## src/rtl/grid_raycast_column_renderer_unit_defines.svh

```systemverilog
// assertion macros for the grid raycast column renderer
// used by the modules that check their own control logic
`ifndef GRID_RAYCAST_COLUMN_RENDERER_UNIT_DEFINES_SVH
`define GRID_RAYCAST_COLUMN_RENDERER_UNIT_DEFINES_SVH
`ifndef NO_ASSERTIONS
`define GRC_ASSERT_IMPLY(label, clk, rst, a, b) \
   label: assert property (@(posedge clk) disable iff (rst) (a) |-> (b)) \
      else $error("assertion failed");
`define GRC_ASSERT_NEXT(label, clk, rst, a, b) \
   label: assert property (@(posedge clk) disable iff (rst) (a) |=> (b)) \
      else $error("assertion failed");
`else
`define GRC_ASSERT_IMPLY(label, clk, rst, a, b)
`define GRC_ASSERT_NEXT(label, clk, rst, a, b)
`endif
`endif

```

## src/rtl/grc_pkg.sv

```systemverilog
// shared types, constants and the sine table of the column renderer
// no dependencies
package grc_pkg;

   localparam int MAP_SIZE  = 16;
   localparam int MAX_DEPTH = 16;
   localparam int MAX_ROWS  = 64;

   localparam logic [15:0] DEPTH_FX  = 16'(MAX_DEPTH * 2048);
   localparam logic [15:0] STEP_FX   = 16'd205;
   localparam logic [15:0] NEAR_FX   = 16'd4096;
   localparam logic [20:0] EDGE_COS2 = 21'd1048471;

   // register indexes
   localparam logic [2:0] REG_WALL_A = 3'd0;
   localparam logic [2:0] REG_WALL_B = 3'd1;
   localparam logic [2:0] REG_WALL_C = 3'd2;
   localparam logic [2:0] REG_WALL_D = 3'd3;
   localparam logic [2:0] REG_VIEW_W = 3'd4;
   localparam logic [2:0] REG_VIEW_H = 3'd5;
   localparam logic [2:0] REG_FOV    = 3'd6;

   // glyph codes
   localparam logic [3:0] GLYPH_BLANK  = 4'd0;
   localparam logic [3:0] GLYPH_FULL   = 4'd1;
   localparam logic [3:0] GLYPH_DARK   = 4'd2;
   localparam logic [3:0] GLYPH_MEDIUM = 4'd3;
   localparam logic [3:0] GLYPH_LIGHT  = 4'd4;
   localparam logic [3:0] GLYPH_EDGE   = 4'd5;
   localparam logic [3:0] GLYPH_HASH   = 4'd6;
   localparam logic [3:0] GLYPH_X      = 4'd7;
   localparam logic [3:0] GLYPH_DOT    = 4'd8;
   localparam logic [3:0] GLYPH_DASH   = 4'd9;
   localparam logic [3:0] GLYPH_BAR    = 4'd10;

   typedef struct packed {
      logic [3:0][63:0] walls;
      logic [7:0]       view_w;   // never zero
      logic [6:0]       view_h;   // clamped to 2..MAX_ROWS
      logic [14:0]      fov;
   } cfg_type;

   // one column job handed from the ray caster to the row emitter
   typedef struct packed {
      logic [6:0] rows;
      logic [5:0] ceil_row;
      logic [3:0] shade;
   } job_type;

   localparam logic [14:0] QUARTER_SINE [0:32] = '{
      15'd0, 15'd804, 15'd1606, 15'd2404, 15'd3196, 15'd3981, 15'd4756, 15'd5520,
      15'd6270, 15'd7005, 15'd7723, 15'd8423, 15'd9102, 15'd9760, 15'd10394,
      15'd11003, 15'd11585, 15'd12140, 15'd12665, 15'd13160, 15'd13623,
      15'd14053, 15'd14449, 15'd14811, 15'd15137, 15'd15426, 15'd15679,
      15'd15893, 15'd16069, 15'd16207, 15'd16305, 15'd16364, 15'd16384
   };

   // q1.14 sine of a turn fraction, quarter table with truncated interpolation
   function automatic logic signed [15:0] sine_q14(logic [15:0] a);
      logic [14:0] r;
      logic [5:0]  idx;
      logic [8:0]  frac;
      logic [14:0] lo;
      logic [14:0] hi;
      logic [18:0] prod;
      logic [14:0] v;
      r = {1'b0, a[13:0]};
      if (a[14]) begin
         r = 15'd16384 - r;
      end
      idx  = r[14:9];
      frac = r[8:0];
      lo   = 15'd0;
      hi   = 15'd0;
      prod = 19'd0;
      if (idx[5]) begin
         v = QUARTER_SINE[32];
      end else begin
         lo   = QUARTER_SINE[idx];
         hi   = QUARTER_SINE[6'(idx + 6'd1)];
         prod = 19'(hi - lo) * 19'(frac);
         v    = lo + 15'(prod >> 9);
      end
      return a[15] ? -$signed({1'b0, v}) : $signed({1'b0, v});
   endfunction

endpackage

```

## src/rtl/grc_queue.sv

```systemverilog
// two-entry job queue between the ray caster and the row emitter
// depends on grc_pkg and the assertion macro header
`include "grid_raycast_column_renderer_unit_defines.svh"
module grc_queue
   import grc_pkg::*;
(
   input  logic    clock,
   input  logic    reset,
   input  logic    push,
   input  job_type push_job,
   output logic    full,
   input  logic    pop,
   output job_type pop_job,
   output logic    not_empty
);

   job_type    mem_ff [0:1];
   logic       wr_ptr_ff, rd_ptr_ff;
   logic [1:0] count_ff;

   assign full      = (count_ff == 2'd2);
   assign not_empty = (count_ff != 2'd0);
   assign pop_job   = mem_ff[rd_ptr_ff];

   // storage
   always_ff @(posedge clock) begin
      if (push) begin
         mem_ff[wr_ptr_ff] <= push_job;
      end
   end

   // pointers and fill count
   always_ff @(posedge clock) begin
      if (reset) begin
         wr_ptr_ff <= 1'b0;
         rd_ptr_ff <= 1'b0;
         count_ff  <= 2'd0;
      end else begin
         if (push) wr_ptr_ff <= ~wr_ptr_ff;
         if (pop) rd_ptr_ff <= ~rd_ptr_ff;
         count_ff <= count_ff + 2'(push) - 2'(pop);
      end
   end

   `GRC_ASSERT_IMPLY(a_no_overflow, clock, reset, push, !full || pop)
   `GRC_ASSERT_IMPLY(a_no_underflow, clock, reset, pop, not_empty)
   `GRC_ASSERT_NEXT(a_push_fills, clock, reset, push && !pop, not_empty)

endmodule

```

## config.mk

```make
export PLATFORM = sky130hd
export DESIGN_NAME = grc_queue
export DESIGN_NICKNAME = d
export VERILOG_FILES = /design/src/rtl/grc_pkg.sv /design/src/rtl/grc_queue.sv
export VERILOG_INCLUDE_DIRS = /design/src /design/src/rtl
export SDC_FILE = /design/constraint.sdc
export NUM_CORES = 1
export LEC_CHECK = 0
export BUFFER_PORTS_ARGS = -buffer_cell sky130_fd_sc_hd__buf_2
export CORE_MARGIN = 8
export CORE_UTILIZATION = 35
export DETAILED_ROUTE_END_ITERATION = 12
export HOLD_SLACK_MARGIN = 0.02
export SLEW_MARGIN = 5
export SYNTH_ARGS = -nofsm -noshare
export SYNTH_HDL_FRONTEND = slang
export SYNTH_SLANG_ARGS = --single-unit
export TNS_END_PERCENT = 10
```

## constraint.sdc

```tcl
create_clock -name clock -period 3.3 [get_ports clock]
set_clock_uncertainty 0.15 [all_clocks]
set_input_delay 0 -clock clock [delete_from_list [all_inputs] [get_ports clock]]
set_output_delay 0 -clock clock [all_outputs]
set_load 0.005 [all_outputs]
```

==> results by stage <==
CTS:
- Gates resized during post-CTS repair numbered 0.
- After clock tree synthesis, the clock-pin slew on the worst setup and hold paths is roughly 0.070 ns.
- Buffers inserted to repair hold after CTS numbered 20.
- The clock reaches the later pin of the worst-skew pair after 0.28 ns.
- The total setup buffers inserted after CTS is 0.
- The CTS sink count is 39.
- No sink is reached through more buffers than the 2 on the longest clock path.
- The cell sitting at the root of the clock tree is a sky130_fd_sc_hd__clkbuf_8.
- The number of clock buffers inserted by TritonCTS is 5.
- The CTS tree is yes.
- The CTS H-tree depth is 2.

Floorplan:
- 40 I/O pins were placed.
- The starting utilization of the core area is 0.354.
- The x dimension of the die is 81.5 um.
- The die outline area is approximately 6600 sq um.
- After floorplanning, the core was sized to cover 4230 sq um.
- The number of standard-cell rows in the floorplan is 24.
- The height of the die is approximately 81 um.

Setup path:
- Walking the worst path, the cells encountered are mux2_2 -> buf_2.
- STA classifies the critical path endpoint as a primary output.
- The highest fanout seen on the critical path is 17.
- The data arrival time of the worst path is 1.77 ns.
- The biggest cell delay along the critical path is 0.94 ns.
- The worst register-to-register path begins at wr_ptr_ff$_SDFFE_PP0P_.
- On the critical path, the stage with the largest delay is an instance of sky130_fd_sc_hd__dfxtp_1.
- The data required time at the worst endpoint is around 3.2 ns.
- The cell family contributing the most delay on the critical path is flip-flops.
- By startpoint and endpoint, the worst setup path is classified as flop to primary output.
- The critical path launch point type is a flop.
- Together, buffers and inverters on the worst path number 1.

Placement:
- The post-detailed-placement half-perimeter wirelength is around 1800 um.
- The congestion estimate from routability-driven global placement came to 0.637.
- The number of buffers inserted by port buffering is 39.
- The placed instances occupy a cell area of 1730 sq um.

Timing:
- The highest clock frequency the design can meet is ~520 MHz.
- The final count of hold timing violations is 0.
- Setup violations remaining at the end of the flow were counted as 0.
- Measured against its own limit, the worst slew margin works out to 0.372.
- The total negative slack is 0 ns.
- Setup repair after global routing left no endpoint under its margin.
- The number of pins with negative max-slew slack in the final report is 0.
- At the pin with the least slew margin, the transition time is ~0.94 ns.
- The ratio of final minimum period to clock period is 0.583.
- For the finished layout, the period the worst path requires is a little under 2 ns.

Routing:
- Across all layers, the routed design uses between 800 and 900 vias.
- Dividing the detail-routed wire length by the instance count gives 14.1 um.
- The aggregate routed wire length is 2700 um.
- The count of antenna-violating nets left after detailed routing is 0.
- The first detailed-routing pass ran for 4 iterations.
- The vias per cell is 4.31.
- The number of remaining DRC errors is 0.
- The iteration-0 DRC count of the detailed router is 44.

Logic synthesis:
- The number of enable flip-flop cells after synthesis is 34.
- The count of distinct cell types in the synthesized netlist is 14.
- The post-synth net total is 97.
- The synthesized netlist cell count is 74.
- The fraction of synthesis flops using an asynchronous set or reset pin is 0.
- The most frequent cell after synthesis is sky130_fd_sc_hd__edfxtp_1.
- By area the synthesized netlist is led by sky130_fd_sc_hd__edfxtp_1 (68%), sky130_fd_sc_hd__mux2_4 (10%), sky130_fd_sc_hd__dfxtp_1 (6.7%).
- The post-synthesis average cell area is 20.3 sq um.
- Of the post-synthesis cell area, the dominant cell type holds 0.681.
- The predominant post-synthesis flop cell is sky130_fd_sc_hd__edfxtp_1.
- The synthesis warning total is 0.
- The post-synth design cell area is roughly 1500 sq um.
- Ranked by instance count, the synthesized netlist is headed by sky130_fd_sc_hd__edfxtp_1 (34), sky130_fd_sc_hd__mux2_4 (10), sky130_fd_sc_hd__mux2_2 (7), sky130_fd_sc_hd__dfxtp_1 (5), sky130_fd_sc_hd__nor2_1 (4).
- The cell type contributing the most total cell area after synthesis is sky130_fd_sc_hd__edfxtp_1.
- The post-synthesis sequential element count is 39.
- The sequential area share after synthesis is 0.747.

Cells and area:
- The number of nets in the finished design is about 160.
- The total inserted antenna cells is 0.
- The finished cells cover slightly above 2000 sq um.
- Once layout is complete, the utilization of the core stands at 0.475.
- The area added between synthesis and finish is 34.1%.
- The share of final-layout standard cells stronger than drive strength 1 is 0.453.

Global routing:
- The via count of the first global-routing pass was 943.
- The total global-route track usage is 0.0871.
- After global routing the overflow that remains totals 0.
- The first-pass GRT wire length is 4210 um.
- The largest net degree at the start of global routing is 18.
- The number of antenna violations at the first check in global routing is 0.

Pwr:
- The internal power contribution is ~0.00082 W.
- The part of the power in registers is 0.576.
- The combinational group share of total power is 0.146.
- The maximum VDD drop is 0.290 mV.
- Summed over all cells, the static leakage comes to 0.803 nW.
- Of the total power, the share spent switching nets is 0.212.
- In this run the power spent charging and discharging nets is 0.000220 W.
- The proportion of power drawn by the clock network is 0.278.
- Dividing total power by cell area gives a power density of 515 nW/um^2.

Hold path:
- In this run the worst hold path is classified as input port to flop.
- The startpoint identified for the worst hold timing path is push_job[1].

Job:
- Max-cap violations in this run came to 0.

Status:
- The run finished with clean final reports.
==> power groups by stage <==
stage          combinational, W  sequential, W  clock [W]
2_1_floorplan         0.0000937       0.000594          0
3_3_place_gp           0.000132       0.000605          0
3_5_place_dp           0.000136       0.000608          0
4_1_cts                0.000155       0.000597   0.000299
5_1_grt                0.000168       0.000599   0.000321
6_report               0.000151       0.000596   0.000288
==> state kept, by name, summed over array words and instances (netlist names), named ones only <==
register   cells
count_ff       2
wr_ptr_ff      1
rd_ptr_ff      1
mem_ff        34
==> layout by cell type (no fill, tap or decap) <==
cell / instances
sky130_fd_sc_hd__or2_2: 1
sky130_fd_sc_hd__xnor3_1: 1
sky130_fd_sc_hd__mux2_4: 10
sky130_fd_sc_hd__nor2b_1: 2
sky130_fd_sc_hd__dfxtp_1: 5
sky130_fd_sc_hd__nor2_1: 4
sky130_fd_sc_hd__clkbuf_8: 5
sky130_fd_sc_hd__clkinv_1: 2
sky130_fd_sc_hd__and2_1: 1
sky130_fd_sc_hd__buf_2: 39
sky130_fd_sc_hd__mux2_2: 7
sky130_fd_sc_hd__ha_1: 2
sky130_fd_sc_hd__clkbuf_1: 1
sky130_fd_sc_hd__edfxtp_1: 34
sky130_fd_sc_hd__dlygate4sd3_1: 20
sky130_fd_sc_hd__xnor2_1: 2
sky130_fd_sc_hd__inv_1: 2
sky130_fd_sc_hd__nor2b_2: 1
==> per-stage QoR <==
step                cells  total power [W]  hold slack [ns]  worst slack [ns]
detailed placement    163         0.000744           0.0425              1.63
floorplan              74         0.000688          -0.0784              1.65
finish                191          0.00104            0.293              1.38
CTS                   191          0.00105            0.281              1.31
global placement      163         0.000737           0.0399              1.68
global route          191          0.00109            0.286              1.26
==> layout make-up <==
class	instances	area (sq um)
fillers	387	2220
repair buffers	59	395
inverters	2	7.51
multi-input cells	31	343
flip-flops and latches	39	1120
clock inverters	2	7.51
clock buffers	6	72.6
well taps	52	65.1
==> metal layers <==
| metal | GRT usage | wire length [um] | vias up |
|---|---|---|---|
| li1 | - | - | 404 |
| met1 | 0.0771 | 1060 | 387 |
| met2 | 0.161 | 1400 | 29 |
| met3 | 0.0481 | 212 | 4 |
| met4 | 0.0321 | 31 | 0 |
| met5 | 0 | 0 | - |
==> path summary, 6_finish.rpt <==
kind                             end  slack [ns]  depth (start not counted)
min reg2reg   rd_ptr_ff$_SDFFE_PP0P_        0.38                          2
min           mem_ff[0][1]$_DFFE_PP_        0.29                          2
max reg2reg  mem_ff[1][12]$_DFFE_PP_        1.70                          1
max                      pop_job[16]        1.38                          2
==> kinds of logic after synthesis <==
logic type / after synthesis / synth area share
muxes: 17 / 0.153
and+or+nand+nor: 9 / 0.0309
xor gates and xnor gates: 3 / 0.0267
adders and majority gates: 2 / 0.0167
DFF: 39 / 0.747
buffers and inverters: 4 / 0.0259
Note: power is estimated with default switching activity, not from simulation.
