$ cat config.mk
export PLATFORM = sky130hd
export DESIGN_NAME = grc_front
export DESIGN_NICKNAME = d
export VERILOG_FILES = /design/src/rtl/grid_raycast_column_renderer_unit_defines.svh /design/src/rtl/grc_pkg.sv /design/src/rtl/grc_front.sv
export SDC_FILE = /design/constraint.sdc
export NUM_CORES = 2
export LEC_CHECK = 0
export BUFFER_PORTS_ARGS = -buffer_cell sky130_fd_sc_hd__buf_2
export CORE_MARGIN = 5
export CORE_UTILIZATION = 35
export DETAILED_ROUTE_END_ITERATION = 12
export GPL_ROUTABILITY_DRIVEN = 0
export SYNTH_ARGS = -nofsm -noshare
export SYNTH_HDL_FRONTEND = slang
export SYNTH_SLANG_ARGS = --single-unit
$ cat constraint.sdc
create_clock -name clock -period 14.2 [get_ports clock]
set_input_delay 2.84 -clock clock [delete_from_list [all_inputs] [get_ports clock]]
set_output_delay 2.84 -clock clock [all_outputs]
set_load 0.005 [all_outputs]
$ cat src/rtl/grid_raycast_column_renderer_unit_defines.svh
// assertion macros for the grid raycast column renderer
// used by the modules that check their own control logic
`ifndef GRID_RAYCAST_COLUMN_RENDERER_UNIT_DEFINES_SVH
`define GRID_RAYCAST_COLUMN_RENDERER_UNIT_DEFINES_SVH
`ifndef NO_ASSERTIONS
`define GRC_ASSERT_IMPLY(label, clk, rst, a, b) \
   label: assert property (@(posedge clk) disable iff (rst) (a) |-> (b)) \
      else $error("assertion failed");
`define GRC_ASSERT_NEXT(label, clk, rst, a, b) \
   label: assert property (@(posedge clk) disable iff (rst) (a) |=> (b)) \
      else $error("assertion failed");
`else
`define GRC_ASSERT_IMPLY(label, clk, rst, a, b)
`define GRC_ASSERT_NEXT(label, clk, rst, a, b)
`endif
`endif

$ cat src/rtl/grc_pkg.sv
// shared types, constants and the sine table of the column renderer
// no dependencies
package grc_pkg;

   localparam int MAP_SIZE  = 16;
   localparam int MAX_DEPTH = 16;
   localparam int MAX_ROWS  = 64;

   localparam logic [15:0] DEPTH_FX  = 16'(MAX_DEPTH * 2048);
   localparam logic [15:0] STEP_FX   = 16'd205;
   localparam logic [15:0] NEAR_FX   = 16'd4096;
   localparam logic [20:0] EDGE_COS2 = 21'd1048471;

   // register indexes
   localparam logic [2:0] REG_WALL_A = 3'd0;
   localparam logic [2:0] REG_WALL_B = 3'd1;
   localparam logic [2:0] REG_WALL_C = 3'd2;
   localparam logic [2:0] REG_WALL_D = 3'd3;
   localparam logic [2:0] REG_VIEW_W = 3'd4;
   localparam logic [2:0] REG_VIEW_H = 3'd5;
   localparam logic [2:0] REG_FOV    = 3'd6;

   // glyph codes
   localparam logic [3:0] GLYPH_BLANK  = 4'd0;
   localparam logic [3:0] GLYPH_FULL   = 4'd1;
   localparam logic [3:0] GLYPH_DARK   = 4'd2;
   localparam logic [3:0] GLYPH_MEDIUM = 4'd3;
   localparam logic [3:0] GLYPH_LIGHT  = 4'd4;
   localparam logic [3:0] GLYPH_EDGE   = 4'd5;
   localparam logic [3:0] GLYPH_HASH   = 4'd6;
   localparam logic [3:0] GLYPH_X      = 4'd7;
   localparam logic [3:0] GLYPH_DOT    = 4'd8;
   localparam logic [3:0] GLYPH_DASH   = 4'd9;
   localparam logic [3:0] GLYPH_BAR    = 4'd10;

   typedef struct packed {
      logic [3:0][63:0] walls;
      logic [7:0]       view_w;   // never zero
      logic [6:0]       view_h;   // clamped to 2..MAX_ROWS
      logic [14:0]      fov;
   } cfg_type;

   // one column job handed from the ray caster to the row emitter
   typedef struct packed {
      logic [6:0] rows;
      logic [5:0] ceil_row;
      logic [3:0] shade;
   } job_type;

   localparam logic [14:0] QUARTER_SINE [0:32] = '{
      15'd0, 15'd804, 15'd1606, 15'd2404, 15'd3196, 15'd3981, 15'd4756, 15'd5520,
      15'd6270, 15'd7005, 15'd7723, 15'd8423, 15'd9102, 15'd9760, 15'd10394,
      15'd11003, 15'd11585, 15'd12140, 15'd12665, 15'd13160, 15'd13623,
      15'd14053, 15'd14449, 15'd14811, 15'd15137, 15'd15426, 15'd15679,
      15'd15893, 15'd16069, 15'd16207, 15'd16305, 15'd16364, 15'd16384
   };

   // q1.14 sine of a turn fraction, quarter table with truncated interpolation
   function automatic logic signed [15:0] sine_q14(logic [15:0] a);
      logic [14:0] r;
      logic [5:0]  idx;
      logic [8:0]  frac;
      logic [14:0] lo;
      logic [14:0] hi;
      logic [18:0] prod;
      logic [14:0] v;
      r = {1'b0, a[13:0]};
      if (a[14]) begin
         r = 15'd16384 - r;
      end
      idx  = r[14:9];
      frac = r[8:0];
      lo   = 15'd0;
      hi   = 15'd0;
      prod = 19'd0;
      if (idx[5]) begin
         v = QUARTER_SINE[32];
      end else begin
         lo   = QUARTER_SINE[idx];
         hi   = QUARTER_SINE[6'(idx + 6'd1)];
         prod = 19'(hi - lo) * 19'(frac);
         v    = lo + 15'(prod >> 9);
      end
      return a[15] ? -$signed({1'b0, v}) : $signed({1'b0, v});
   endfunction

endpackage

$ cat src/rtl/grc_front.sv
// ray caster: angle division, sine lookup, march, corner edge test, ceiling
// depends on grc_pkg
module grc_front
   import grc_pkg::*;
(
   input  logic        clock,
   input  logic        reset,
   input  cfg_type     cfg,
   input  logic        in_valid,
   output logic        in_ready,
   input  logic [7:0]  in_column,
   input  logic [15:0] in_pos_x,
   input  logic [15:0] in_pos_y,
   input  logic [15:0] in_heading,
   output logic        job_push,
   output job_type     job,
   input  logic        queue_full
);

   localparam logic [3:0] S_IDLE  = 4'd0;
   localparam logic [3:0] S_DIV   = 4'd1;
   localparam logic [3:0] S_SIN   = 4'd2;
   localparam logic [3:0] S_COS   = 4'd3;
   localparam logic [3:0] S_PREP  = 4'd4;
   localparam logic [3:0] S_MARCH = 4'd5;
   localparam logic [3:0] S_EDGE  = 4'd6;
   localparam logic [3:0] S_EFIN  = 4'd7;
   localparam logic [3:0] S_CSET  = 4'd8;
   localparam logic [3:0] S_PUSH  = 4'd9;

   localparam logic [3:0] E_LAST = 4'd9;

   logic [3:0] state_ff, state_in;

   logic [15:0] px_ff, py_ff, head_ff, ang_ff, dist_ff;
   logic [6:0]  rows_ff;
   logic signed [15:0] ex_ff, ey_ff;
   logic signed [23:0] stx_ff, sty_ff;
   logic signed [31:0] sx_ff, sy_ff;
   logic [3:0]  cx_ff, cy_ff;
   logic [1:0]  k_ff, far_ff;
   logic [3:0]  s_ff, near_ff;
   logic signed [35:0] p_ff;
   logic [33:0] d2_ff, best_ff;
   logic [63:0] pp_ff, rhs_ff;
   logic        edge_ff, ceil_mode_ff;
   logic [5:0]  ceil_ff;

   // shared restoring divider
   logic [22:0] dvd_ff;
   logic [16:0] rem_ff, den_ff;
   logic [4:0]  cnt_ff;
   logic [17:0] trial;
   logic        qbit;
   logic [22:0] dvd_in;
   logic [16:0] rem_in;

   always_comb begin
      trial  = {rem_ff, dvd_ff[22]};
      qbit   = trial >= {1'b0, den_ff};
      rem_in = qbit ? 17'(trial - {1'b0, den_ff}) : trial[16:0];
      dvd_in = {dvd_ff[21:0], qbit};
   end

   // one march step
   logic signed [31:0] nsx, nsy;
   logic [15:0] ndist;
   logic        outside, wall_hit;
   logic [3:0]  ncx, ncy;
   logic [63:0] wrow;

   always_comb begin
      nsx     = sx_ff + 32'(stx_ff);
      nsy     = sy_ff + 32'(sty_ff);
      ndist   = dist_ff + STEP_FX;
      outside = nsx[31] || nsy[31] || (nsx[30:29] != 2'b00) || (nsy[30:29] != 2'b00);
      ncx     = nsx[28:25];
      ncy     = nsy[28:25];
      wrow    = cfg.walls[ncy[3:2]];
      wall_hit = wrow[{ncy[1:0], ncx}];
   end

   // corner offset and shared multiplier for the edge test
   logic signed [17:0] vx, vy;
   logic signed [20:0] mul_a, mul_b;
   logic signed [41:0] prod;

   always_comb begin
      vx = $signed({1'b0, 5'({1'b0, cx_ff} + 5'(k_ff[1])), 12'd0}) - $signed({2'b00, px_ff});
      vy = $signed({1'b0, 5'({1'b0, cy_ff} + 5'(k_ff[0])), 12'd0}) - $signed({2'b00, py_ff});
      case (s_ff)
         4'd0: begin mul_a = 21'(ex_ff); mul_b = 21'(vx); end
         4'd1: begin mul_a = 21'(ey_ff); mul_b = 21'(vy); end
         4'd2: begin mul_a = 21'(vx); mul_b = 21'(vx); end
         4'd3: begin mul_a = 21'(vy); mul_b = 21'(vy); end
         4'd4: begin mul_a = {4'd0, p_ff[16:0]}; mul_b = {4'd0, p_ff[16:0]}; end
         4'd5: begin mul_a = {4'd0, p_ff[16:0]}; mul_b = {6'd0, p_ff[31:17]}; end
         4'd6: begin mul_a = {6'd0, p_ff[31:17]}; mul_b = {6'd0, p_ff[31:17]}; end
         4'd7: begin mul_a = {4'd0, d2_ff[16:0]}; mul_b = $signed(EDGE_COS2); end
         4'd8: begin mul_a = {4'd0, d2_ff[33:17]}; mul_b = $signed(EDGE_COS2); end
         default: begin mul_a = 21'sd0; mul_b = 21'sd0; end
      endcase
      prod = mul_a * mul_b;
   end

   // wall shade from the saturated distance
   logic [3:0] shade;
   always_comb begin
      if ({2'b00, dist_ff} * 18'd4 <= 18'(DEPTH_FX)) shade = GLYPH_FULL;
      else if ({2'b00, dist_ff} * 18'd3 < 18'(DEPTH_FX)) shade = GLYPH_DARK;
      else if ({1'b0, dist_ff} * 17'd2 < 17'(DEPTH_FX)) shade = GLYPH_MEDIUM;
      else if (dist_ff < DEPTH_FX) shade = GLYPH_LIGHT;
      else shade = GLYPH_BLANK;
      if (edge_ff) shade = GLYPH_EDGE;
   end

   assign in_ready      = (state_ff == S_IDLE);
   assign job_push      = (state_ff == S_PUSH) && !queue_full;
   assign job.rows      = rows_ff;
   assign job.ceil_row  = ceil_ff;
   assign job.shade     = shade;

   // next state
   always_comb begin
      state_in = state_ff;
      case (state_ff)
         S_IDLE:  if (in_valid) state_in = S_DIV;
         S_DIV:   if (cnt_ff == 5'd0) state_in = ceil_mode_ff ? S_PUSH : S_SIN;
         S_SIN:   state_in = S_COS;
         S_COS:   state_in = S_PREP;
         S_PREP:  state_in = S_MARCH;
         S_MARCH: begin
            if (outside || (!wall_hit && ndist >= DEPTH_FX)) state_in = S_CSET;
            else if (wall_hit) state_in = S_EDGE;
         end
         S_EDGE:  if (s_ff == E_LAST && k_ff == 2'd3) state_in = S_EFIN;
         S_EFIN:  state_in = S_CSET;
         S_CSET:  state_in = (dist_ff > NEAR_FX) ? S_DIV : S_PUSH;
         S_PUSH:  if (!queue_full) state_in = S_IDLE;
         default: state_in = S_IDLE;
      endcase
   end

   always_ff @(posedge clock) begin
      if (reset) begin
         state_ff <= S_IDLE;
      end else begin
         state_ff <= state_in;
      end
   end

   // datapath
   always_ff @(posedge clock) begin
      case (state_ff)
         S_IDLE: begin
            if (in_valid) begin
               px_ff        <= in_pos_x;
               py_ff        <= in_pos_y;
               head_ff      <= in_heading;
               rows_ff      <= cfg.view_h;
               dvd_ff       <= 23'(in_column) * 23'(cfg.fov);
               rem_ff       <= 17'd0;
               den_ff       <= 17'(cfg.view_w);
               cnt_ff       <= 5'd22;
               ceil_mode_ff <= 1'b0;
               edge_ff      <= 1'b0;
               ceil_ff      <= 6'd0;
            end
         end
         S_DIV: begin
            dvd_ff <= dvd_in;
            rem_ff <= rem_in;
            cnt_ff <= cnt_ff - 5'd1;
            if (cnt_ff == 5'd0) begin
               ang_ff  <= 16'(head_ff - 16'(cfg.fov >> 1) + dvd_in[15:0]);
               ceil_ff <= dvd_in[5:0];
            end
         end
         S_SIN: ex_ff <= sine_q14(ang_ff);
         S_COS: ey_ff <= sine_q14(16'(ang_ff + 16'h4000));
         S_PREP: begin
            stx_ff  <= 24'(ex_ff) * 24'(STEP_FX);
            sty_ff  <= 24'(ey_ff) * 24'(STEP_FX);
            sx_ff   <= $signed({3'd0, px_ff, 13'd0});
            sy_ff   <= $signed({3'd0, py_ff, 13'd0});
            dist_ff <= 16'd0;
         end
         S_MARCH: begin
            sx_ff   <= nsx;
            sy_ff   <= nsy;
            cx_ff   <= ncx;
            cy_ff   <= ncy;
            k_ff    <= 2'd0;
            s_ff    <= 4'd0;
            // leaving the map or running out of depth saturates the distance
            if (outside || ndist > DEPTH_FX) dist_ff <= DEPTH_FX;
            else dist_ff <= ndist;
         end
         S_EDGE: begin
            s_ff <= s_ff + 4'd1;
            case (s_ff)
               4'd0: p_ff  <= 36'(prod);
               4'd1: p_ff  <= p_ff + 36'(prod);
               4'd2: d2_ff <= 34'(prod);
               4'd3: d2_ff <= d2_ff + 34'(prod);
               4'd4: pp_ff <= 64'(prod);
               4'd5: pp_ff <= pp_ff + (64'(prod) << 18);
               4'd6: pp_ff <= pp_ff + (64'(prod) << 34);
               4'd7: rhs_ff <= 64'(prod) << 8;
               4'd8: rhs_ff <= rhs_ff + (64'(prod) << 25);
               default: begin
                  // close this corner, track the farthest one
                  near_ff[k_ff] <= (p_ff > 36'sd0) && (pp_ff > rhs_ff);
                  if (k_ff == 2'd0 || d2_ff >= best_ff) begin
                     best_ff <= d2_ff;
                     far_ff  <= k_ff;
                  end
                  k_ff <= k_ff + 2'd1;
                  s_ff <= 4'd0;
               end
            endcase
         end
         S_EFIN: edge_ff <= |(near_ff & ~(4'b0001 << far_ff));
         S_CSET: begin
            // ceiling = h*(dist-4096) / (2*dist)
            dvd_ff       <= 23'(rows_ff) * 23'(dist_ff - NEAR_FX);
            rem_ff       <= 17'd0;
            den_ff       <= {dist_ff, 1'b0};
            cnt_ff       <= 5'd22;
            ceil_mode_ff <= 1'b1;
            ceil_ff      <= 6'd0;
         end
         default: begin
         end
      endcase
   end

endmodule

==> flow_summary.yaml <==
worst_setup_path:
  crit_fanout: 18
  crit_required_ns: 14.61
  cpMostUsedCell: "inv_1"
  r2r-end: "pp_ff[63]"
  crit_arrival_ns: 14.05
  startpoint_type: "flop"
  worstSetupPathType: "reg -> reg"
  reg2reg_depth: 41
  critPathSlowestCell: "a222oi_1"
  end_kind: "flop"
  r2r-start: "s_ff[0]"
  critical_path.max_stage_delay_ns: 0.64
  rrSetupSlack_ns: 0.56
sta:
  fin_crit_sh_pct: 96.0
  worstMarginPinSlew_ns: 1.43
  finalHoldViolations: 0
  fin_skew_ns: 0.0609
  relSlewSlack_pct: 4.86
  fin_setup_tns_ns: 0
  period_minus_slack_ns: 13.64
  clock.fmax_ghz: 0.0733
  finalMaxSlewViolations: 0
  setup_viol: 0
floorplan:
  std_cell_rows: 176
  start_util_pct: 35.2
  io_pins: 365
  dieArea_um2: 242000
  die_h_um: 492
  die_x_um: 492
  core_um2: 230000
final_layout:
  stdcell_count: 12500
  multi_input_area_um2: 58500
  final.fill_count: 22900
  syn_to_final_growth_pct: 10.1
  seqCellArea_um2: 16400
  layout_commonest_cell: "inv_1"
  stdcell_area_um2: 89400
  layout_common_cells: "1412 x inv_1, 1029 x nand2_1, 945 x ha_1, 851 x fa_1, 673 x nor2_1"
  fin_nets: 11500
  drive_gt1_share_pct: 8.01
min_path:
  hp-start: "dvd_ff[20]"
  whs_path_depth: 1
  hold_path.class: "reg -> reg"
  hold_path_end: "dvd_ff[21]"
power:
  swShare_pct: 37.7
  clkPwrFrac_pct: 28.6
  peakVddDrop_mv: 0.109
  seqPwrFrac_pct: 30.2
  p_comb_share_pct: 41.2
  powerDensity_nw_per_um2: 75.2
  power.internal_mw: 4.19
  p_sw_mw: 2.53
  power.leakage_nw: 42.3
grt:
  grt_pass1_wl_um: 402000
  grtUsageTotal_pct: 21.2
  antenna_found_initial: 16
  grt_start_max_net_pins: 88
  grt_overflow: 0
  grt_pass1_vias: 68100
yosys:
  synth_area_leaders: "fa_1 21%, edfxtp_1 20%, ha_1 15%, inv_1 6.5%, nand2_1 4.8%"
  syn_nets: 11200
  async_reset_ff_share_pct: 0
  synth_seq_cells: 549
  synth_top_cell_area_share_pct: 21.0
  synth.distinct_cells: 103
  yosysTopAreaCell: "fa_1"
  ys_seq_area_share_pct: 20.3
  synth_warnings: 0
  syn_inst: 9095
  synthFlopType: "edfxtp_1"
  syn_area_um2: 81200
  synth.avg_cell_area_um2: 8.93
  synth_edf_count: 545
placement:
  place.port_buffers: 363
  dp_cells: 12300
  dpl_cell_area_um2: 86900
  hpwl_um: 209000
run:
  maxCapViolCount: 0
clocking:
  post_cts_buffers: 0
  cts_hold_buffers: 0
  cts_tree: "done"
  numCtsBuffers: 74
  clk_latency_ns: 0.71
  max-clock-path-buffers: 3
  htree_levels: 3
  clk_pin_slew_ns: 0.07
  cts_root_buf: "clkbuf_16"
  cts.sinks: 549
routing:
  route.antenna.remaining_nets: 0
  drc: 0
  via_per_inst: 5.37
  routedWlPerCell_um: 20.9
  first_pass_iters: 9
  vias: 67100
  drt_iter0_drc: 6350
  wirelength_um: 260000
run_status:
  outcome: "completed"
-- cell families after synthesis --
group                    synth area share, %
AO/OA/AOI/OAI                           13.9
XOR/XNOR                                6.14
adder cells (fa/ha/maj)                 35.6
buffers and inverters                   7.97
flip-flops                              20.3
multiplexers                            1.36
other                                0.00462
AND/OR/NAND/NOR                         14.8
-- layer usage --
metal,GRT usage (%),wire (um),vias up
li1,-,-,31100
met1,27.3,107000,32600
met2,35.5,121000,2861
met3,3.11,19200,545
met4,8.74,12700,2
met5,0,7,-
-- registers in the layout, indices dropped and copies added, names as in the netlist, 23 cells and up --
register  cells
pp_ff        64
rhs_ff       56
p_ff         36
best_ff      34
d2_ff        34
sx_ff        32
sy_ff        32
stx_ff       24
sty_ff       24
dvd_ff       23
-- how the worst max path moves through the flow --
stage / from / slack, ns / endpoint
global placement: s_ff[0] / 0.35 / pp_ff[63]
global route: s_ff[0] / -0.03 / pp_ff[63]
floorplan: ang_ff[0] / 1.23 / ex_ff[14]
detailed placement: px_ff[3] / 0.25 / pp_ff[63]
finish: s_ff[0] / 0.56 / pp_ff[63]
CTS: px_ff[3] / 0.18 / pp_ff[63]
-- critical path, delay by kind of cell, from the launching register on --
kind                     cells  cell delay (ns)
adder cells (fa/ha/maj)     10             4.66
XOR/XNOR                     2             0.74
AND/OR/NAND/NOR              8             2.65
AO/OA/AOI/OAI               12             3.54
flip-flops                   1             0.42
buffers and inverters        9             1.30
-- per-stage QoR --
stage	utilization (%)	setup WS, ns	power (mW)	hold WS, ns
after floorplan	-	1.23	4.05	0.481
after global placement	37.7	0.348	4.77	0.520
after detailed placement	37.7	0.251	4.82	0.540
after CTS	38.8	0.177	6.78	0.553
after global routing	38.8	-0.0322	7.19	0.563
final	38.8	0.563	6.72	0.550
-- power by group through the flow --
stage                     Clock (mW)  Sequential [mW]  Combinational [mW]
after floorplan                    0             2.02                2.03
after global placement             0             2.06                2.71
after detailed placement           0             2.06                2.76
after CTS                       1.97             2.03                2.79
after global routing            2.03             2.04                3.13
final                           1.92             2.03                2.77
-- final cells by class --
cell class	count	share of cell area, %
inverter	1422	5.98
tap	3026	4.24
clock buffer	85	2.14
multi-input combinational	6843	65.4
antenna	6	0.0168
timing repair buffer	502	3.20
clock inverter	47	0.598
sequential	549	18.4
-- repair_timing --
action                     4_1_cts  5_1_grt
gates resized for setup          0       12
setup endpoints to repair        0       23
hold endpoints to repair         0        0
-- cell usage after synthesis, drive strengths merged, types with 109 or more instances --
library cell  instances
a21o                154
a21oi               460
and2                227
clkbuf              225
edfxtp              545
fa                  851
ha                  947
inv                1418
nand2              1031
nand2b              109
nand3               122
nor2                677
nor3                135
o21ai               440
xnor2               378
xor2                183
Power figures use the tool's default switching activity.
