[src/rtl/grid_raycast_column_renderer_unit_defines.svh]
// assertion macros for the grid raycast column renderer
// used by the modules that check their own control logic
`ifndef GRID_RAYCAST_COLUMN_RENDERER_UNIT_DEFINES_SVH
`define GRID_RAYCAST_COLUMN_RENDERER_UNIT_DEFINES_SVH
`ifndef NO_ASSERTIONS
`define GRC_ASSERT_IMPLY(label, clk, rst, a, b) \
   label: assert property (@(posedge clk) disable iff (rst) (a) |-> (b)) \
      else $error("assertion failed");
`define GRC_ASSERT_NEXT(label, clk, rst, a, b) \
   label: assert property (@(posedge clk) disable iff (rst) (a) |=> (b)) \
      else $error("assertion failed");
`else
`define GRC_ASSERT_IMPLY(label, clk, rst, a, b)
`define GRC_ASSERT_NEXT(label, clk, rst, a, b)
`endif
`endif

[src/rtl/grc_pkg.sv]
// shared types, constants and the sine table of the column renderer
// no dependencies
package grc_pkg;

   localparam int MAP_SIZE  = 16;
   localparam int MAX_DEPTH = 16;
   localparam int MAX_ROWS  = 64;

   localparam logic [15:0] DEPTH_FX  = 16'(MAX_DEPTH * 2048);
   localparam logic [15:0] STEP_FX   = 16'd205;
   localparam logic [15:0] NEAR_FX   = 16'd4096;
   localparam logic [20:0] EDGE_COS2 = 21'd1048471;

   // register indexes
   localparam logic [2:0] REG_WALL_A = 3'd0;
   localparam logic [2:0] REG_WALL_B = 3'd1;
   localparam logic [2:0] REG_WALL_C = 3'd2;
   localparam logic [2:0] REG_WALL_D = 3'd3;
   localparam logic [2:0] REG_VIEW_W = 3'd4;
   localparam logic [2:0] REG_VIEW_H = 3'd5;
   localparam logic [2:0] REG_FOV    = 3'd6;

   // glyph codes
   localparam logic [3:0] GLYPH_BLANK  = 4'd0;
   localparam logic [3:0] GLYPH_FULL   = 4'd1;
   localparam logic [3:0] GLYPH_DARK   = 4'd2;
   localparam logic [3:0] GLYPH_MEDIUM = 4'd3;
   localparam logic [3:0] GLYPH_LIGHT  = 4'd4;
   localparam logic [3:0] GLYPH_EDGE   = 4'd5;
   localparam logic [3:0] GLYPH_HASH   = 4'd6;
   localparam logic [3:0] GLYPH_X      = 4'd7;
   localparam logic [3:0] GLYPH_DOT    = 4'd8;
   localparam logic [3:0] GLYPH_DASH   = 4'd9;
   localparam logic [3:0] GLYPH_BAR    = 4'd10;

   typedef struct packed {
      logic [3:0][63:0] walls;
      logic [7:0]       view_w;   // never zero
      logic [6:0]       view_h;   // clamped to 2..MAX_ROWS
      logic [14:0]      fov;
   } cfg_type;

   // one column job handed from the ray caster to the row emitter
   typedef struct packed {
      logic [6:0] rows;
      logic [5:0] ceil_row;
      logic [3:0] shade;
   } job_type;

   localparam logic [14:0] QUARTER_SINE [0:32] = '{
      15'd0, 15'd804, 15'd1606, 15'd2404, 15'd3196, 15'd3981, 15'd4756, 15'd5520,
      15'd6270, 15'd7005, 15'd7723, 15'd8423, 15'd9102, 15'd9760, 15'd10394,
      15'd11003, 15'd11585, 15'd12140, 15'd12665, 15'd13160, 15'd13623,
      15'd14053, 15'd14449, 15'd14811, 15'd15137, 15'd15426, 15'd15679,
      15'd15893, 15'd16069, 15'd16207, 15'd16305, 15'd16364, 15'd16384
   };

   // q1.14 sine of a turn fraction, quarter table with truncated interpolation
   function automatic logic signed [15:0] sine_q14(logic [15:0] a);
      logic [14:0] r;
      logic [5:0]  idx;
      logic [8:0]  frac;
      logic [14:0] lo;
      logic [14:0] hi;
      logic [18:0] prod;
      logic [14:0] v;
      r = {1'b0, a[13:0]};
      if (a[14]) begin
         r = 15'd16384 - r;
      end
      idx  = r[14:9];
      frac = r[8:0];
      lo   = 15'd0;
      hi   = 15'd0;
      prod = 19'd0;
      if (idx[5]) begin
         v = QUARTER_SINE[32];
      end else begin
         lo   = QUARTER_SINE[idx];
         hi   = QUARTER_SINE[6'(idx + 6'd1)];
         prod = 19'(hi - lo) * 19'(frac);
         v    = lo + 15'(prod >> 9);
      end
      return a[15] ? -$signed({1'b0, v}) : $signed({1'b0, v});
   endfunction

endpackage

[src/rtl/grc_back.sv]
// row emitter: walks one column job row by row into the output register
// depends on grc_pkg
module grc_back
   import grc_pkg::*;
(
   input  logic        clock,
   input  logic        reset,
   input  logic        job_valid,
   input  job_type     job,
   output logic        job_pop,
   output logic        out_valid,
   input  logic        out_ready,
   output logic [5:0]  out_row,
   output logic [3:0]  out_glyph,
   output logic        out_last
);

   logic       active_ff;
   job_type    cur_ff;
   logic [5:0] y_ff;
   logic       valid_ff;
   logic [5:0] row_ff;
   logic [3:0] glyph_ff;
   logic       last_ff;

   logic [6:0]  yy, rem, floor_row, ceil7;
   logic [11:0] h12, rem12;
   logic [3:0]  glyph;
   logic        is_last, emit;

   // glyph of the current row
   always_comb begin
      yy        = {1'b0, y_ff};
      ceil7     = {1'b0, cur_ff.ceil_row};
      rem       = cur_ff.rows - yy;
      floor_row = cur_ff.rows - ceil7;
      h12       = 12'(cur_ff.rows);
      rem12     = 12'(rem);
      if (yy < ceil7) begin
         glyph = GLYPH_BLANK;
      end else if (yy > ceil7 && yy <= floor_row) begin
         glyph = cur_ff.shade;
      end else if (rem12 * 12'd8 < h12) begin
         glyph = GLYPH_HASH;
      end else if (rem12 * 12'd4 < h12) begin
         glyph = GLYPH_X;
      end else if (rem12 * 12'd8 < h12 * 12'd3) begin
         glyph = GLYPH_DOT;
      end else if (rem12 * 12'd20 < h12 * 12'd9) begin
         glyph = GLYPH_DASH;
      end else begin
         glyph = GLYPH_BAR;
      end
      is_last = (7'(yy + 7'd1) == cur_ff.rows);
      emit    = active_ff && (!valid_ff || out_ready);
   end

   assign job_pop   = !active_ff && job_valid;
   assign out_valid = valid_ff;
   assign out_row   = row_ff;
   assign out_glyph = glyph_ff;
   assign out_last  = last_ff;

   // job walk and output register
   always_ff @(posedge clock) begin
      if (reset) begin
         active_ff <= 1'b0;
         valid_ff  <= 1'b0;
      end else begin
         if (job_pop) begin
            active_ff <= 1'b1;
         end else if (emit && is_last) begin
            active_ff <= 1'b0;
         end
         if (emit) begin
            valid_ff <= 1'b1;
         end else if (out_ready) begin
            valid_ff <= 1'b0;
         end
      end
   end

   always_ff @(posedge clock) begin
      if (job_pop) begin
         cur_ff <= job;
         y_ff   <= 6'd0;
      end else if (emit) begin
         y_ff <= y_ff + 6'd1;
      end
      if (emit) begin
         row_ff   <= y_ff;
         glyph_ff <= glyph;
         last_ff  <= is_last;
      end
   end

endmodule

[config.mk]
export PLATFORM = sky130hd
export DESIGN_NAME = grc_back
export DESIGN_NICKNAME = d
export VERILOG_FILES = /design/src/rtl/grid_raycast_column_renderer_unit_defines.svh /design/src/rtl/grc_pkg.sv /design/src/rtl/grc_back.sv
export SDC_FILE = /design/constraint.sdc
export NUM_CORES = 1
export LEC_CHECK = 0
export ABC_AREA = 0
export BUFFER_PORTS_ARGS = -buffer_cell sky130_fd_sc_hd__buf_2
export CORE_ASPECT_RATIO = 1.2
export CORE_UTILIZATION = 45
export DETAILED_ROUTE_END_ITERATION = 8
export GPL_TIMING_DRIVEN = 0
export HOLD_SLACK_MARGIN = 0.12
export PLACE_DENSITY = 0.66
export SYNTH_ARGS = -nofsm -noshare
export SYNTH_HDL_FRONTEND = slang
export SYNTH_SLANG_ARGS = --single-unit
export TNS_END_PERCENT = 10
[constraint.sdc]
create_clock -name clock -period 4.5 [get_ports clock]
set_input_delay 0.9 -clock clock [delete_from_list [all_inputs] [get_ports clock]]
set_output_delay 0.9 -clock clock [all_outputs]
set_load 0.01 [all_outputs]
==> out/qor.txt, run 1 <==
=================================================================================
Status                                                                  completed
Reg-to-reg startpoint                                                cur_ff[13]$_DFFE_PP_
Routability cong.                                                           0.775
Cell count after placement                                                    472
Clock tree buffer depth                                                         2
Capturing point of the worst reg2reg path                            out_glyph[0]$_SDFFCE_PN0P_
Final cell count without fillers                                              493
Antenna diode instance count                                                    0
Clock network latency to the later pin of the worst-skew pair             0.30 ns
Maximum resistive drop on vdd                                            0.252 mV
Number of iterations in the first detailed-routing pass                         4
Die outline area                                                      0.00803 mm²
Maximum number of pins on one net before global-route repair                   20
Post-synthesis instance area                                          0.00345 mm²
CTS sink cnt                                                                   36
Setup repair after global routing missed its margin                            no
Share of the cycle needed by the critical path after routing                95.1%
Worst path arrival time                                                   4.34 ns
Number of design rule violations left after detail routing                      0
Depth of the CTS H-tree                                                         2
Drt total wl                                                              7300 µm
Worst endpoint required time                                              4.56 ns
Clock tree from TritonCTS                                                   built
Async set or reset register ratio after synthesis                              0%
Total grt overflow                                                              0
Final cell utilization of the core                                          54.2%
Avg Cell Area, Syn                                                       9.89 µm²
P per Cell Area                                                        352 mW/mm²
Critical Path Source Type                                                    flop
Starting density of the core                                                46.9%
Post-Synthesis Cells                                                          349
Commonest non-fill, non-tap cells in the layout                      sky130_fd_sc_hd__ha_1, sky130_fd_sc_hd__inv_1, sky130_fd_sc_hd__buf_2
Leakage power                                                             1.81 nW
Number of flops mapped to enable cells by yosys                                28
Largest clock skew in the final design                                 0.00317 ns
Port buffer count                                                              33
Max_slew headroom                                                           47.3%
Number of vias in the routed layout                                          2703
Register area                                                         0.00101 mm²
Area added between synthesis and finish                                     15.5%
Number of nets with antenna violations after routing                            0
Number of synthesized register bits                                            36
Internal power consumption                                               0.869 mW
Die X                                                                     82.0 µm
Clock slew seen by the registers of the worst setup and hold paths        0.08 ns
Fill cells                                                                    657
Pins Over Slew Limit                                                            0
DRT iter0 DRCs                                                                138
Combined global-route utilization of all metal layers                       19.5%
Worst setup path endpoint                                            out_glyph[0]$_SDFFCE_PN0P_
Clock root cell                                                      sky130_fd_sc_hd__clkbuf_8
Post-detail-place hpwl                                                    5590 µm
Footprint of the multi-input gates                                    0.00234 mm²
Routed len/inst                                                           14.8 µm
Post-synth cell types                                                          57
Number of antenna violations at the first check in global routing               0
Yosys warnings                                                                  0
Worst Setup Path Type                                                     reg2reg
Accumulated negative setup slack                                             0 ns
Worst Hold Class                                                          reg2reg
Hold Vio Cnt, Final                                                             0
Number of standard-cell rows in the floorplan                                  34
Slew @ Worst Pin                                                         0.790 ns
Startpoint of the most critical setup path                           cur_ff[13]$_DFFE_PP_
Net count of the mapped netlist                                               442
R2R setup slack                                                           0.22 ns
Mean number of vias per cell                                                 5.48
Main synth FF type                                                   sky130_fd_sc_hd__edfxtp_1
Fraction of final layout cells sized beyond drive strength 1                19.6%
Number of cell instances on the worst register-to-register path                17
Share of power burned in registers                                          29.3%
Boundary pin count                                                             34
Sequential fraction of the synthesis area                                   29.0%
Crit path capture type                                                       flop
Maximum fanout encountered on the critical timing path                          7
Combinational share of power                                                49.7%
First-pass GRT wire length                                               12100 µm
Placeable Area                                                        0.00736 mm²
Share of power burned in the clock network                                  21.0%
F_max                                                                     234 MHz
Switching pwr                                                            0.535 mW
Num CTS Buffers                                                                 5
Switching power as a share of total power                                   38.1%
Setup-violating endpoint count in the final report                              0
Vias in the first global route                                               2639
Most common cell after layout, fill and taps aside                   sky130_fd_sc_hd__ha_1
Net count of the finished layout                                              495
Power after layout                                                        1.40 mW
Post-layout min period                                                    4.28 ns
Count of maximum capacitance violations                                         0
Die outline height                                                        98.0 µm
=================================================================================
[cells in the mapped netlist, drive strengths merged, types with 3 or more instances]
master   n  area share, %
ha      67             24
inv     37            4.0
edfxtp  28             24
o21ai   22            3.2
a21oi   21            3.0
nor2    19            2.1
xnor2   18            4.6
nand2   14            1.5
xor2    11            3.0
nand3    9            1.3
nor2b    9            1.6
a21o     8            1.7
dfxtp    8            4.6
nor3     7            1.0
a211oi   6            2.0
nand2b   6            1.1
nor3b    6            1.3
fa       5            2.9
o21a     5            1.1
and3     4           0.72
and2     3           0.58
maj3     3           0.91
[state kept, by name, summed over array words and instances, names as in the netlist]
register,flops
cur_ff,11
out_glyph,4
out_valid,1
ceil7,6
out_last,1
out_row,6
y_ff,6
active_ff,1
[power groups by stage]
stage	combinational, mW	clock (mW)	sequential (mW)
floorplan	0.514	0	0.414
global placement	0.634	0	0.420
detailed placement	0.657	0	0.421
CTS	0.676	0.297	0.412
global route	0.800	0.307	0.415
finish	0.698	0.294	0.412
[worst max-delay path, stage by stage (launching register included)]
cell,delay (ns)
sky130_fd_sc_hd__edfxtp_1,0.55
sky130_fd_sc_hd__ha_1,0.43
sky130_fd_sc_hd__o21a_1,0.17
sky130_fd_sc_hd__o31a_1,0.26
sky130_fd_sc_hd__a21oi_4,0.09
sky130_fd_sc_hd__ha_1,0.32
sky130_fd_sc_hd__ha_1,0.23
sky130_fd_sc_hd__fa_1,0.41
sky130_fd_sc_hd__a21o_1,0.19
sky130_fd_sc_hd__a21oi_2,0.18
sky130_fd_sc_hd__xnor2_1,0.15
sky130_fd_sc_hd__xnor2_1,0.10
sky130_fd_sc_hd__ha_1,0.27
sky130_fd_sc_hd__o221ai_1,0.10
sky130_fd_sc_hd__a21oi_1,0.15
sky130_fd_sc_hd__a21o_1,0.13
sky130_fd_sc_hd__o21ai_1,0.07
sky130_fd_sc_hd__a31o_1,0.21
[through the flow]
stage / worst slack [ns] / hold slack (ns) / area, µm²
after floorplan: 0.260 / 0.453 / 3450
after global placement: -0.220 / 0.464 / 3730
after detailed placement: -0.256 / 0.474 / 3730
after CTS: 0.00137 / 0.486 / 3880
after global routing: 0.0143 / 0.534 / 3990
final: 0.219 / 0.488 / 3990
[worst min-delay path by stage]
stage | slack (ns) | to | start | cells after the start
floorplan | 0.45 | out_valid$_SDFFE_PP0P_ | active_ff$_SDFFE_PP0P_ | 2
global placement | 0.46 | out_valid$_SDFFE_PP0P_ | active_ff$_SDFFE_PP0P_ | 2
detailed placement | 0.47 | out_valid$_SDFFE_PP0P_ | active_ff$_SDFFE_PP0P_ | 2
CTS | 0.49 | out_valid$_SDFFE_PP0P_ | active_ff$_SDFFE_PP0P_ | 2
global route | 0.53 | out_valid$_SDFFE_PP0P_ | active_ff$_SDFFE_PP0P_ | 2
finish | 0.49 | out_valid$_SDFFE_PP0P_ | active_ff$_SDFFE_PP0P_ | 2
[cells by family after synthesis]
logic type,after synthesis,synth area share (%)
compound gates,84,17.8
xor+xnor,29,7.57
fa+ha+maj,75,28.1
flops,36,29.0
simple gates,85,13.1
buf+inv,40,4.42
[repair_timing]
| action | in CTS | in global routing |
|---|---|---|
| pin swaps | 0 | 1 |
| gates cloned | 0 | 0 |
| setup endpoints to repair | 2 | 2 |
| gates resized for setup | 4 | 9 |
| hold buffers | 0 | 0 |
| setup buffers | 2 | 11 |
[area by class of cell]
class | instances | share of cell area [%]
well taps | 90 | 2.82
clock buffers | 5 | 1.72
flip-flops and latches | 36 | 25.2
clock inverters | 3 | 1.07
plain buffers | 3 | 0.345
inverters | 37 | 3.48
multi-input cells | 273 | 58.8
repair buffers | 46 | 6.59
[per-layer routing]
layer / vias to the layer above / routed length, µm / track usage, %
li1: 1379 / - / -
met1: 1275 / 3280 / 24.8
met2: 42 / 3720 / 33.6
met3: 7 / 224 / 2.99
met4: 0 / 81 / 4.99
met5: - / 0 / 0
Power figures use the tool's default switching activity.
==> run 2, diff against run 1 <==
PLACE_DENSITY = default   (was 0.66)
PLACE_DENSITY_LB_ADDON = 0.1   (was default)
==> run 2 against run 1 <==
Net effect:
- maximum frequency increased by 0.56%
- wire length grew 3.6%
- clock skew increased by 0.0058 ns
- critical path type unchanged
- highest routed layer unchanged
==> out/qor.txt, run 2 (synthesis results as in run 1) <==
=================================================================================
Fill cells                                                                    696
Number of flip-flops in the largest register                                   11
Final std cell area, no fill                                          0.00398 mm²
Slew @ Worst Pin                                                         0.774 ns
Number of vias in the routed layout                                          2687
Routability cong.                                                           0.807
Number of antenna violations at the first check in global routing               0
CP peak stage delay                                                       0.51 ns
Final cell utilization of the core                                          54.1%
Post-detail-place hpwl                                                    5680 µm
Clock network latency to the later pin of the worst-skew pair             0.29 ns
P per Cell Area                                                        343 mW/mm²
Highest Signal Layer                                                         met4
Num CTS Buffers                                                                 5
Number of standard-cell rows in the floorplan                                  34
Area added between synthesis and finish                                     15.2%
Worst endpoint required time                                              4.55 ns
Port buffer count                                                              33
Maximum number of pins on one net before global-route repair                   20
Crit path capture type                                                       flop
Starting density of the core                                                46.9%
Cell count after placement                                                    472
Hold Vio Cnt, Final                                                             0
Largest clock skew in the final design                                 0.00893 ns
Number of design rule violations left after detail routing                      0
Routed len/inst                                                           15.3 µm
Combined global-route utilization of all metal layers                       20.4%
Hold buffer count at cts                                                        0
Pins Over Slew Limit                                                            0
Met1 layer wirelength in the final routing                                3240 µm
Worst path arrival time                                                   4.31 ns
Mean number of vias per cell                                                 5.43
CTS sink cnt                                                                   36
Clock tree buffer depth                                                         2
Register area                                                         0.00100 mm²
Share of the cycle needed by the critical path after routing                94.6%
Leakage power                                                             1.82 nW
Number of iterations in the first detailed-routing pass                         4
Final cell count without fillers                                              495
Maximum resistive drop on vdd                                            0.178 mV
Power after layout                                                        1.37 mW
Footprint of the multi-input gates                                    0.00233 mm²
Cells along the critical path                                        ha_1, nor2b_1, o31a_1, a21oi_4, ha_1, ha_1, fa_1, a21o_1, a21oi_2, xnor2_1, xnor2_1, ha_1, o221ai_1, a21oi_1, a21o_1, o21ai_1, a31o_1
Vias in the first global route                                               2664
Maximum fanout encountered on the critical timing path                          6
F_max                                                                     235 MHz
Placeable Area                                                        0.00736 mm²
Placed Instance Area                                                  0.00373 mm²
Number of stages on the worst hold path                                         2
Commonest non-fill, non-tap cells in the layout                      sky130_fd_sc_hd__ha_1, sky130_fd_sc_hd__inv_1, sky130_fd_sc_hd__buf_2
Drt total wl                                                              7560 µm
Fraction of final layout cells sized beyond drive strength 1                19.5%
Setup-violating endpoint count in the final report                              0
Net count of the finished layout                                              497
Worst Setup Path Type                                                     reg2reg
Die outline height                                                        98.0 µm
Antenna diode instance count                                                    0
Number of nets with antenna violations after routing                            0
Clock root cell                                                      sky130_fd_sc_hd__clkbuf_8
Cell type of the slowest stage on the worst timing path              sky130_fd_sc_hd__edfxtp_1
Die outline area                                                      0.00803 mm²
Number of cell instances on the worst register-to-register path                17
Reg-to-reg startpoint                                                cur_ff[11]$_DFFE_PP_
Post-layout min period                                                    4.26 ns
Critical Path Source Type                                                    flop
Die X                                                                     82.0 µm
Worst Hold Class                                                          reg2reg
Capturing point of the worst reg2reg path                            out_glyph[0]$_SDFFCE_PN0P_
Hold EP                                                              out_valid$_SDFFE_PP0P_
Clock tree from TritonCTS                                                   built
Depth of the CTS H-tree                                                         2
First-pass GRT wire length                                               12400 µm
Boundary pin count                                                             34
Most common cell after layout, fill and taps aside                   sky130_fd_sc_hd__ha_1
Total grt overflow                                                              0
Status                                                                  completed
Most used cell, CP                                                   sky130_fd_sc_hd__ha_1
R2R setup slack                                                           0.24 ns
DRT iter0 DRCs                                                                 65
Count of maximum capacitance violations                                         0
WL met2                                                                   4130 µm
Register name with the most flops                                          cur_ff
Worst Min Path Start                                                 active_ff$_SDFFE_PP0P_
Max_slew headroom                                                           48.3%
Clock slew seen by the registers of the worst setup and hold paths        0.08 ns
Detailed route wirelength on metal3                                        114 µm
=================================================================================
[run 2: cell count changes in the layout (fill, tap and decap cells not counted), sizes merged]
cell      before  now
inv           37   38
buf           48   50
clkinvlp       1    0
clkbuf         6    7
bufinv         1    0
[run 2: repair_timing]
action,CTS,global route
setup endpoints to repair,2,2
gates resized for setup,4,6
setup buffers,4,11
pin swaps,1,3
[run 2: layer usage]
| layer | vias to the layer above | track usage, % |
|---|---|---|
| met2 | 34 | 38.1 |
| met5 | - | 0 |
| li1 | 1387 | - |
| met1 | 1259 | 23.3 |
| met3 | 7 | 2.15 |
| met4 | 0 | 7.02 |
[run 2: worst max-delay path by stage]
stage,start,endpoint,slack [ns],depth (start not counted)
floorplan,cur_ff[10]$_DFFE_PP_,out_glyph[0]$_SDFFCE_PN0P_,0.26,21
global placement,cur_ff[12]$_DFFE_PP_,out_glyph[0]$_SDFFCE_PN0P_,-0.32,17
detailed placement,cur_ff[12]$_DFFE_PP_,out_glyph[0]$_SDFFCE_PN0P_,-0.34,17
CTS,y_ff[2]$_SDFFE_PP0P_,out_glyph[0]$_SDFFCE_PN0P_,0.02,18
global route,y_ff[2]$_SDFFE_PP0P_,out_glyph[0]$_SDFFCE_PN0P_,-0.002,18
finish,cur_ff[11]$_DFFE_PP_,out_glyph[0]$_SDFFCE_PN0P_,0.24,17
[run 2: area by class of cell]
cell class | instances | area share [%]
multi-input combinational | 273 | 58.7
sequential | 36 | 25.3
timing repair buffer | 48 | 6.98
inverter | 37 | 3.49
tap | 90 | 2.83
clock buffer | 6 | 2.08
clock inverter | 2 | 0.346
buffer | 3 | 0.346
[run 2: where the power goes]
group	internal (mW)	total, mW	leakage (nW)	switching, mW
Sequential	0.386	0.409	0.336	0.0231
Combinational	0.323	0.703	1.43	0.380
Clock	0.125	0.254	0.0516	0.129
[run 2: stage by stage]
| step | TNS, ns | hold WS, ns | setup slack, ns |
|---|---|---|---|
| after floorplan | 0 | 0.453 | 0.260 |
| after global placement | -0.594 | 0.476 | -0.318 |
| after detailed placement | -0.639 | 0.484 | -0.341 |
| after CTS | 0 | 0.496 | 0.0174 |
| after global routing | -0.00236 | 0.530 | -0.00236 |
| final | 0 | 0.498 | 0.243 |
[run 2: critical path, delay by kind of cell (launching register included)]
family	cells	cell delay [ns]
flops	1	0.51
compound gates	9	1.59
simple gates	1	0.15
fa+ha+maj	5	1.50
xor+xnor	2	0.26
==> run 3, diff against run 2 <==
--- a/config.mk
+++ b/config.mk
@@ -14,3 +14,3 @@
 export HOLD_SLACK_MARGIN = 0.12
-export PLACE_DENSITY_LB_ADDON = 0.1
+export PLACE_DENSITY = 0.71
 export SYNTH_ARGS = -nofsm -noshare
--- a/constraint.sdc
+++ b/constraint.sdc
@@ -3,2 +3,2 @@
 set_output_delay 0.9 -clock clock [all_outputs]
-set_load 0.01 [all_outputs]
+set_load 0.1 [all_outputs]
==> run 3 against run 2 <==
Net effect:
- final cell count is 0.61% lower
- design area is 0.57% higher
- clock-buffer cell count is 1 lower
- critical path type unchanged
- critical endpoint unchanged
- largest cell class unchanged
==> out/qor.txt, run 3 (synthesis results as in run 1) <==
==================================================================================
Most common cell after layout, fill and taps aside                    sky130_fd_sc_hd__ha_1
Worst endpoint required time                                               4.55 ns
Routability cong.                                                            0.789
F_max                                                                      233 MHz
Post-layout min period                                                     4.30 ns
Capturing point of the worst reg2reg path                             out_glyph[0]$_SDFFCE_PN0P_
Clock root cell                                                       sky130_fd_sc_hd__clkbuf_8
Number of antenna violations at the first check in global routing                0
Vias in the first global route                                                2654
DP Worst Slack                                                           -0.319 ns
Clock network latency to the later pin of the worst-skew pair              0.30 ns
Critical Path Source Type                                                     flop
CP peak stage delay                                                        0.60 ns
Status                                                                   completed
Antenna diode instance count                                                     0
First-pass GRT wire length                                                12000 µm
Number of nets with antenna violations after routing                             0
Register area                                                          0.00101 mm²
Fraction of final layout cells sized beyond drive strength 1                 20.4%
Final Worst Setup Slack                                                   0.199 ns
Placeable Area                                                         0.00736 mm²
Most used cell, CP                                                    sky130_fd_sc_hd__ha_1
Fill cells                                                                     636
DRT iter0 DRCs                                                                  78
Leakage power                                                              1.81 nW
Worst Hold Class                                                           reg2reg
Pins Over Slew Limit                                                             0
Total grt overflow                                                               0
Net count of the finished layout                                               494
Port buffer count                                                               33
Slew @ Worst Pin                                                          0.736 ns
Commonest non-fill, non-tap cells in the layout                       sky130_fd_sc_hd__ha_1, sky130_fd_sc_hd__inv_1, sky130_fd_sc_hd__buf_2
Combined global-route utilization of all metal layers                        19.6%
Final cell count without fillers                                               492
Largest clock skew in the final design                                  0.00632 ns
Number of standard-cell rows in the floorplan                                   34
Crit path capture type                                                        flop
Clock tree buffer depth                                                          2
Register name with the most flops                                           cur_ff
Worst Min Path Start                                                  out_valid$_SDFFE_PP0P_
Routed len/inst                                                            14.6 µm
Share of the cycle needed by the critical path after routing                 95.6%
P per Cell Area                                                         368 mW/mm²
Num CTS Buffers                                                                  5
Maximum fanout encountered on the critical timing path                           8
Buffering stage count on the worst path with inverters included                  0
Area added between synthesis and finish                                      15.9%
Max_slew headroom                                                            50.9%
Starting density of the core                                                 46.9%
Maximum resistive drop on vdd                                             0.218 mV
Setup-violating endpoint count in the final report                               0
Worst Setup Path Type                                                      reg2reg
Accumulated negative setup slack                                              0 ns
CTS sink cnt                                                                    36
Hold EP                                                               out_valid$_SDFFE_PP0P_
Family of cells with the greatest summed delay on the critical path   compound AO/OA/AOI/OAI gates
Hold buffer count at cts                                                         0
R2R setup slack                                                            0.20 ns
Placed Instance Area                                                   0.00373 mm²
Footprint of the multi-input gates                                     0.00236 mm²
Final std cell area, no fill                                           0.00400 mm²
Depth of the CTS H-tree                                                          2
Number of stages on the worst hold path                                          2
Die outline height                                                         98.0 µm
Number of cell instances on the worst register-to-register path                 16
Boundary pin count                                                              34
Number of flip-flops in the largest register                                    11
Fin Hold WS                                                               0.498 ns
Clock slew seen by the registers of the worst setup and hold paths         0.07 ns
Cell type of the slowest stage on the worst timing path               sky130_fd_sc_hd__edfxtp_1
Die outline area                                                       0.00803 mm²
Mean number of vias per cell                                                  5.46
Worst path arrival time                                                    4.36 ns
Clock tree from TritonCTS                                                    built
Cell count after placement                                                     472
Hold Vio Cnt, Final                                                              0
Drt total wl                                                               7170 µm
Reg-to-reg startpoint                                                 cur_ff[14]$_DFFE_PP_
Count of maximum capacitance violations                                          0
Number of vias in the routed layout                                           2685
Post-detail-place hpwl                                                     5490 µm
Number of iterations in the first detailed-routing pass                          4
Die X                                                                      82.0 µm
Number of design rule violations left after detail routing                       0
Cells along the critical path                                         ha_1, nor2b_1, a221oi_2, o311ai_4, xor2_1, ha_1, a21o_1, a21oi_2, xnor2_1, xnor2_1, ha_1, o221ai_1, a21oi_1, a21o_1, o21ai_1, a31o_1
Maximum number of pins on one net before global-route repair                    20
==================================================================================
[run 3: changes by cell type in the layout (fill, tap and decap cells not counted), sizes merged]
cell and delta:
buf -3, bufinv +1, clkbuf -1, clkinvlp +1
inv -1
[run 3: tightest hold or removal path, cell delays in order, from the launching register on]
cell and delay [ns]:
sky130_fd_sc_hd__dfxtp_1 0.31, sky130_fd_sc_hd__nand2b_1 0.08, sky130_fd_sc_hd__a21oi_1 0.07
[run 3: layer usage]
layer  share of wire, %  vias up  GRT usage (%)
li1                   -     1375              -
met1                 43     1249           22.4
met2                 52       51           35.4
met3                3.6       10           4.21
met4                1.7        0           5.94
met5                  0        -              0
[run 3: area by class of cell]
class | instances | share of cell area, %
clock buffers | 5 | 1.72
repair buffers | 45 | 6.38
well taps | 90 | 2.81
multi-input cells | 273 | 59.1
flip-flops and latches | 36 | 25.1
inverters | 37 | 3.47
plain buffers | 3 | 0.344
clock inverters | 3 | 1.06
[run 3: where the power goes]
group	total [mW]	internal [mW]	switching (mW)	leakage (nW)
clock network	0.282	0.164	0.118	0.0541
registers	0.411	0.386	0.0248	0.337
logic	0.779	0.335	0.444	1.42
total	1.47	0.885	0.587	1.81
[run 3: per-stage QoR]
step	power, mW	utilization (%)
after CTS	1.44	53.0
after global placement	1.10	50.7
after global routing	1.60	54.4
after detailed placement	1.14	50.7
after floorplan	0.983	-
final	1.47	54.4
[run 3: timing repair]
| item | CTS | global route |
|---|---|---|
| pin swaps | 0 | 6 |
| setup buffers | 3 | 9 |
| resized for setup | 7 | 11 |
| setup endpoints to repair | 2 | 2 |
[run 3: worst max-delay path by stage]
| stage | to | startpoint | cells past startpoint | slack [ns] |
|---|---|---|---|---|
| after floorplan | out_glyph[0]$_SDFFCE_PN0P_ | cur_ff[10]$_DFFE_PP_ | 21 | 0.26 |
| after global placement | out_glyph[0]$_SDFFCE_PN0P_ | cur_ff[10]$_DFFE_PP_ | 20 | -0.21 |
| after detailed placement | out_glyph[0]$_SDFFCE_PN0P_ | cur_ff[10]$_DFFE_PP_ | 21 | -0.32 |
| after CTS | out_glyph[0]$_SDFFCE_PN0P_ | y_ff[1]$_SDFFE_PP0P_ | 18 | 0.02 |
| after global routing | out_glyph[1]$_SDFFCE_PN0P_ | cur_ff[14]$_DFFE_PP_ | 16 | -0.007 |
| final | out_glyph[0]$_SDFFCE_PN0P_ | cur_ff[14]$_DFFE_PP_ | 16 | 0.20 |
